`config.mk`:
```
export PLATFORM = sky130hd
export DESIGN_NAME = cbt_ctrl
export DESIGN_NICKNAME = d
export VERILOG_FILES = /design/src/design/cbt_pkg.sv /design/src/design/cbt_ctrl.sv
export SDC_FILE = /design/constraint.sdc
export NUM_CORES = 1
export LEC_CHECK = 0
export BUFFER_PORTS_ARGS = -buffer_cell sky130_fd_sc_hd__buf_2
export CORE_AREA = 5 5 42 44
export CTS_BUF_LIST = sky130_fd_sc_hd__clkbuf_4 sky130_fd_sc_hd__clkbuf_8
export CTS_CLUSTER_DIAMETER = 120
export DETAILED_ROUTE_END_ITERATION = 10
export DIE_AREA = 0 0 47 49
export GPL_TIMING_DRIVEN = 0
export PLACE_DENSITY = 0.74
export SLEW_MARGIN = 30
export SYNTH_ARGS = -nofsm -noshare
export SYNTH_HDL_FRONTEND = slang
export SYNTH_SLANG_ARGS = --single-unit
```
`constraint.sdc`:
```
create_clock -name clk_i -period 1.8 [get_ports clk_i]
set_clock_uncertainty 0.15 [all_clocks]
set_input_delay 0 -clock clk_i [delete_from_list [all_inputs] [get_ports clk_i]]
set_output_delay 0 -clock clk_i [all_outputs]
set_load 0.1 [all_outputs]
```
`src/design/cbt_pkg.sv`:
```
// Shared types, constants and helper function of the closed-loop B-spline tessellator.
// Used by the controller, the datapath, the blend lanes and the top level.
`default_nettype none

package cbt_pkg;

  // Four knots blend into one point, and each point has three coordinates.
  localparam int unsigned TAPS = 4;
  localparam int unsigned LANES = 3;
  localparam int unsigned OPEN_DEPTH = 3;

  // Segment codes within one knot's run of segments.
  localparam int unsigned SEG_W = 2;
  localparam logic [SEG_W-1:0] SEG_FIRST = 2'd0;
  localparam logic [SEG_W-1:0] SEG_WRAP_LAST = 2'd3;

  // Knot count code at which the opening knots are complete.
  localparam logic [1:0] SEEN_FULL = 2'd3;

  // Commands from the controller to the datapath.
  typedef struct packed {
    logic             knot_we;    // Accept beat: shift the knot into the recent history.
    logic             open_we;    // Also store it as one of the opening knots.
    logic [SEG_W-1:0] open_idx;   // Slot of the opening knot to write.
    logic             win_load;   // Load the blend window for the first segment.
    logic             issue;      // Send one point into the blend pipeline.
    logic             pt_last;    // The issued point is the last one of this knot.
    logic             win_shift;  // Advance the window to the next wrap-around segment.
    logic [SEG_W-1:0] fill_idx;   // Opening knot that enters the window on a shift.
  } cbt_cmd_t;

  // Width of the common denominator 6*P^3, which also bounds every weight.
  function automatic int den_bits(input int p);
    return $clog2(6 * p * p * p + 1);
  endfunction

endpackage

`default_nettype wire

```
`src/design/cbt_ctrl.sv`:
```
// Controller of the tessellator: tracks the loop's knot count and sequences points and segments.
// Depends on cbt_pkg for the command struct and the segment codes.
`default_nettype none

module cbt_ctrl
  import cbt_pkg::*;
#(
  parameter int POINTS_PER_SEGMENT = 8
) (
  input  wire logic                                  clk_i,
  input  wire logic                                  rst_ni,
  input  wire logic                                  in_valid_i,
  output logic                                       in_stall_o,
  input  wire logic                                  closes_loop_i,
  input  wire logic                                  adv_i,
  output cbt_cmd_t                                   cmd_o,
  output logic [$clog2(POINTS_PER_SEGMENT)-1:0]      pt_o
);

  localparam int PT_W = $clog2(POINTS_PER_SEGMENT);
  localparam logic [PT_W-1:0] PT_LAST = PT_W'(POINTS_PER_SEGMENT - 1);

  typedef enum logic [1:0] {
    S_IDLE = 2'b01,
    S_EMIT = 2'b10
  } ctrl_state_e;

  ctrl_state_e      state_q, state_d;
  logic [PT_W-1:0]  pt_q, pt_d;
  logic [SEG_W-1:0] seg_q, seg_d;
  logic [1:0]       seen_q, seen_d;
  logic             closing_q, closing_d;

  logic idle;
  logic accept;
  logic issue;
  logic pt_end;
  logic seg_end;

  // Handshake and sequencing conditions.
  assign idle    = (state_q == S_IDLE);
  assign accept  = in_valid_i && idle;
  assign issue   = !idle && adv_i;
  assign pt_end  = (pt_q == PT_LAST);
  assign seg_end = (seg_q == (closing_q ? SEG_WRAP_LAST : SEG_FIRST));

  assign in_stall_o = !idle;
  assign pt_o       = pt_q;

  // Commands to the datapath.
  always_comb begin
    cmd_o.knot_we   = accept;
    cmd_o.open_we   = accept && (seen_q != SEEN_FULL);
    cmd_o.open_idx  = seen_q;
    cmd_o.win_load  = accept && (seen_q == SEEN_FULL);
    cmd_o.issue     = issue;
    cmd_o.pt_last   = issue && pt_end && seg_end;
    cmd_o.win_shift = issue && pt_end && !seg_end;
    cmd_o.fill_idx  = seg_q;
  end

  // Next state: count opening knots, then walk points and segments of one knot.
  always_comb begin
    state_d   = state_q;
    pt_d      = pt_q;
    seg_d     = seg_q;
    seen_d    = seen_q;
    closing_d = closing_q;
    case (state_q)
      S_IDLE: begin
        if (accept) begin
          if (seen_q == SEEN_FULL) begin
            state_d   = S_EMIT;
            closing_d = closes_loop_i;
            pt_d      = '0;
            seg_d     = SEG_FIRST;
          end else if (closes_loop_i) begin
            // A loop closed before it had four knots is dropped.
            seen_d = '0;
          end else begin
            seen_d = seen_q + 2'd1;
          end
        end
      end
      S_EMIT: begin
        if (issue) begin
          if (pt_end) begin
            pt_d = '0;
            if (seg_end) begin
              state_d = S_IDLE;
              if (closing_q) begin
                seen_d = '0;
              end
            end else begin
              seg_d = seg_q + SEG_W'(1);
            end
          end else begin
            pt_d = pt_q + PT_W'(1);
          end
        end
      end
      default: begin
        state_d = S_IDLE;
      end
    endcase
  end

  always_ff @(posedge clk_i or negedge rst_ni) begin
    if (!rst_ni) begin
      state_q   <= S_IDLE;
      pt_q      <= '0;
      seg_q     <= SEG_FIRST;
      seen_q    <= '0;
      closing_q <= 1'b0;
    end else begin
      state_q   <= state_d;
      pt_q      <= pt_d;
      seg_q     <= seg_d;
      seen_q    <= seen_d;
      closing_q <= closing_d;
    end
  end

endmodule

`default_nettype wire

```
==> metrics.csv, run 1 <==
metric,value,unit
Clock Pin Slew Worst Setup and Hold Paths,0.07,ns
"Seq/Total Area, Yosys",40.4,%
DRT Pass-1 Iters,4,
minimum clock period,1.75,ns
io pins,19,
post-DR wirelength/cell,12.9,um
DR vias,535,
period utilisation layout,97.2,%
syn_area_per_cell,10.4,um2
CP required,1.65,ns
asr flop ratio synth,100,%
Horiz. Die Dim,47,um
post-synth cell types,35,
Synth Instances,60,
Syn Nets,69,
Crit. End Element,output pin,
RSZ-0062 raised after global routing,no,
drt drc,0,
first-pass GRT wire length,2140,um
nets,99,
vias in the first global route,494,
initial core utilization,44.5,%
maximum vdd drop,0.987,mV
Post-Layout Cell Count,105,
run status,completed,
clk_lat worst skew,0.26,ns
GP Congestion,0.720,
layout cells sized above 1,56.2,%
Post-synth top cells,"9 x dfrtp_1, 5 x nand2_1, 4 x ha_1",
DP Cell Count,94,
ys flop type,dfrtp_1,
Synth top area share,36.1,%
"antenna viol nets, final",0,
most common cell in the netlist,dfrtp_1,
slew margin rel.,67.8,%
drt initial violations,14,
global route overflow,0,
Min-Delay Path Class,primary input to flip-flop,
Mapped Area,623,um2
CTS max path bufs,2,
Die Span Y,49,um
clk sinks,10,
Pwr Density,1510,mW/mm2
largest net degree at the start of global routing,10,
CTS Root Cell,clkbuf_4,
number of flops mapped to enable cells by yosys,0,
initial antenna violation count,0,
CP max FO,2,
CTS tree,yes,
max-cap violations,0,
"flops & latches, synth",10,
GRT Resource Usage Total,12.9,%
CTS Buf Count,3,
fmax,572,MHz
routed vias/inst,5.10,
core area,0.00140,mm2
actual slew at the worst max-slew pin,0.486,ns
num rows,14,
setup violators final,0,
CP Class,flip-flop to output pin,
CP startpoint kind,flip-flop,
Static Leak,0.507,nW
total of warnings raised by yosys,0,
final slew viol count,0,
Port Buf Inserts,18,
Post-Place Setup Slack,0.0240,ns
PnR worst setup slack,0.0512,ns
P&R area growth vs syn,55.0,%
total power,0.00146,W
total wire length,1360,um
"Arr. time, crit path",1.60,ns
placed cell areas,813,um2
fin area,966,um2
Synth area leaders,"dfrtp_1 36%, ha_1 8.0%, dfstp_2 4.2%, nand4b_4 3.8%, nand2_1 3.0%",
Die Area,0.00230,mm2
Antenna diodes,0,
H-tree depth,1,
Final Hold Viols,0,
cell accounting for the most synthesized area,dfrtp_1,
final timing paths:
kind                           start         end  slack, ns  cells past startpoint
max                         seg_q[0]    cmd_o[3]       0.05                      4
min                            adv_i  state_q[1]       0.03                      4
max reg2reg                seen_q[0]   seen_q[0]       0.17                      4
min reg2reg                 seg_q[1]    seg_q[1]       0.37                      1
max in group asynchronous     rst_ni    seg_q[0]       0.55                      3
min in group asynchronous     rst_ni  state_q[0]       0.07                      2
cell families after synthesis:
logic type / after synthesis / share of synthesized area, %
buf+inv: 5 / 4.22
flops: 10 / 40.4
compound gates: 13 / 14.9
mux: 1 / 1.81
fa+ha+maj: 4 / 8.03
simple gates: 27 / 30.7
registers in the layout (all words and copies together), names as in the netlist:
register / flops
pt_o: 3
seen_q: 2
seg_q: 2
state_q: 2
closing_q: 1
metal layers:
metal	up-vias	GRT usage (%)	share of wire, %
li1	276	-	-
met1	237	17.0	47
met4	0	6.91	2.5
met3	4	3.32	6.2
met5	-	0	0
met2	18	18.6	45
critical path, cell delays in order (launching register included):
cell     delay, ns
dfrtp_4       0.48
or3_4         0.37
and2_4        0.15
nor3_4        0.14
buf_12        0.20
where the power goes:
| part | total [W] | internal, W | leakage (nW) | switching (W) |
|---|---|---|---|---|
| Sequential | 0.000399 | 0.000316 | 0.118 | 0.0000828 |
| Clock | 0.000201 | 0.000123 | 0.0210 | 0.0000779 |
| Combinational | 0.000862 | 0.000248 | 0.368 | 0.000613 |
stage by stage:
| step | hold slack [ns] | TNS, ns | utilization [%] |
|---|---|---|---|
| floorplan | -0.446 | -0.500 | - |
| global placement | -0.283 | 0 | 58.0 |
| detailed placement | -0.279 | 0 | 58.0 |
| CTS | 0.0312 | 0 | 67.0 |
| global route | 0.0461 | 0 | 68.9 |
| finish | 0.0334 | 0 | 68.9 |
placed cells by master (no fill, tap or decap), types with 2 or more instances in the layout:
cell and instances:
o21ai_1 2, dfrtp_4 5, ha_4 2, buf_12 2
ha_1 2, a21oi_1 2, nor3_1 2, dfrtp_2 3
clkbuf_4 3, nand2_1 4, dlygate4sd3_1 4, buf_2 13
buf_6 2, inv_1 3, and2_4 2, a22o_1 2
buf_4 6
layout make-up:
class	instances	area [um2]
Buffer	2	15.0
Fill cell	115	435
Multi-Input combinational cell	45	412
Timing Repair Buffer	25	198
Sequential cell	10	274
Tap cell	16	20.0
Inverter	3	11.3
Clock buffer	4	36.3
repair_timing:
| action | in CTS | in global routing |
|---|---|---|
| hold endpoints to repair | 15 | 0 |
| buffers inserted | 1 | 2 |
| hold buffers | 4 | 0 |
| endpoints found under the setup margin | 6 | 6 |
| resized for setup | 13 | 4 |
Power figures use the tool's default switching activity.
==> inputs of run 2 (changes only) <==
==> constraint.sdc (replaced) <==
create_clock -name clk_i -period 1.8 [get_ports clk_i]
set_clock_uncertainty 0.15 [all_clocks]
set_input_delay 0.36 -clock clk_i [delete_from_list [all_inputs] [get_ports clk_i]]
set_output_delay 0.36 -clock clk_i [all_outputs]
set_load 0.1 [all_outputs]
==> metrics.csv, run 2 (synthesized netlist as in run 1, its figures left out) <==
metric,value,unit
run status,finished with violations,
failing checks,negative setup slack,
P&R area growth vs syn,65.5,%
RSZ-0062 raised after global routing,yes,
global route overflow,0,
initial core utilization,44.5,%
drt initial violations,5,
top layer in use,met4,
DR vias,565,
clock share of power,12.1,%
CTS Root Cell,clkbuf_4,
nets,99,
clk sinks,10,
post-DR wirelength/cell,13.8,um
Comb power frac,61.9,%
flop2flop setup slack,0.17,ns
period utilisation layout,118,%
Final Hold Viols,0,
"antenna viol nets, final",0,
initial antenna violation count,0,
CP max FO,2,
core area,0.00140,mm2
num rows,14,
actual slew at the worst max-slew pin,0.486,ns
drt drc,0,
Horiz. Die Dim,47,um
CTS max path bufs,2,
largest net degree at the start of global routing,11,
max reg flops,3,
clk_lat worst skew,0.26,ns
Static Leak,0.522,nW
first-pass GRT wire length,2420,um
Pwr Density,1450,mW/mm2
met2 wire length,704,um
Min-Delay Path Class,primary input to flip-flop,
CTS Buf Count,3,
setup violators final,7,
Port Buf Inserts,18,
layout cells sized above 1,61.8,%
GP Congestion,0.724,
maximum vdd drop,1.31,mV
CP startpoint kind,flip-flop,
Antenna diodes,0,
"Arr. time, crit path",1.61,ns
vias in the first global route,556,
PnR worst setup slack,-0.323,ns
CP required,1.29,ns
Post-Place Setup Slack,-0.274,ns
fill count,121,
wl on met1,633,um
final slew viol count,0,
max-cap violations,0,
CP Class,flip-flop to output pin,
Clock Pin Slew Worst Setup and Hold Paths,0.07,ns
slew margin rel.,67.9,%
"commonest non-fill, non-tap cell in the layout",buf_2,
sequential share of power,26.1,%
CTS tree,yes,
total power,0.00149,W
GRT Resource Usage Total,14.6,%
Psw,0.000787,W
Die Area,0.00230,mm2
Sw Share,52.8,%
Crit. End Element,output pin,
H-tree depth,1,
minimum clock period,2.12,ns
"commonest cells after routing, fill and taps aside","11 x buf_2, 7 x buf_12, 5 x dfrtp_4, 5 x buf_4",
fmax,471,MHz
total wire length,1450,um
io pins,19,
dpl hpwl,1010,um
Die Span Y,49,um
routed vias/inst,5.38,
DRT Pass-1 Iters,4,
DR WL met3,75,um
Pint,0.000703,W
-- run 2: through the flow --
stage	utilization (%)	cell area, um2	hold WS [ns]	std cells	TNS (ns)
after floorplan	-	711	-0.0856	60	-1.40
after global placement	58.6	821	0.0801	94	-0.975
after detailed placement	58.6	821	0.0814	94	-1.10
after CTS	72.1	1010	0.157	104	-1.01
after global routing	73.6	1030	0.184	105	-1.45
final	73.6	1030	0.168	105	-1.06
-- run 2: path summary, 6_finish.rpt --
kind,endpoint,depth (start not counted),start
hold reg to reg,seg_q[1],1,seg_q[1]
min in group asynchronous,seen_q[1],2,rst_ni
hold / removal,seen_q[1],2,closes_loop_i
setup reg to reg,seg_q[0],5,state_q[0]
setup / recovery,cmd_o[3],4,seg_q[0]
max in group asynchronous,state_q[0],2,rst_ni
-- run 2: worst max-delay path: stages, from the launching register on --
cell	delay, ns
dfrtp_4	0.47
or3_1	0.37
and2_4	0.16
nor3_4	0.15
buf_12	0.20
-- run 2: timing repair --
| item | in CTS | in global routing |
|---|---|---|
| endpoints found under the setup margin | 7 | 7 |
| hold endpoints to repair | 9 | 0 |
| hold buffers | 1 | 0 |
| pin swaps | 1 | 0 |
| buffers inserted | 6 | 2 |
| resized for setup | 30 | 6 |
-- run 2: routing by layer --
metal	track usage (%)	up-vias
met5	0	-
met4	8.29	0
met3	2.21	4
met2	23.3	15
met1	17.8	267
li1	-	279
-- run 2: final cells by class --
cell class / count / area [um2] / share of cell area [%]
Inverter: 3 / 11.3 / 1.09
Clock buffer: 4 / 30.0 / 2.91
Multi-Input combinational cell: 45 / 419 / 40.7
Buffer: 1 / 11.3 / 1.09
Sequential cell: 10 / 274 / 26.6
Tap cell: 16 / 20.0 / 1.94
Timing Repair Buffer: 26 / 265 / 25.7
-- run 2: power groups by stage --
stage	logic, W	clock network [W]	registers, W
2_1_floorplan	0.000356	0	0.000723
3_3_place_gp	0.000785	0	0.000394
3_5_place_dp	0.000799	0	0.000398
4_1_cts	0.000904	0.000183	0.000388
5_1_grt	0.000970	0.000199	0.000405
6_report	0.000922	0.000180	0.000388
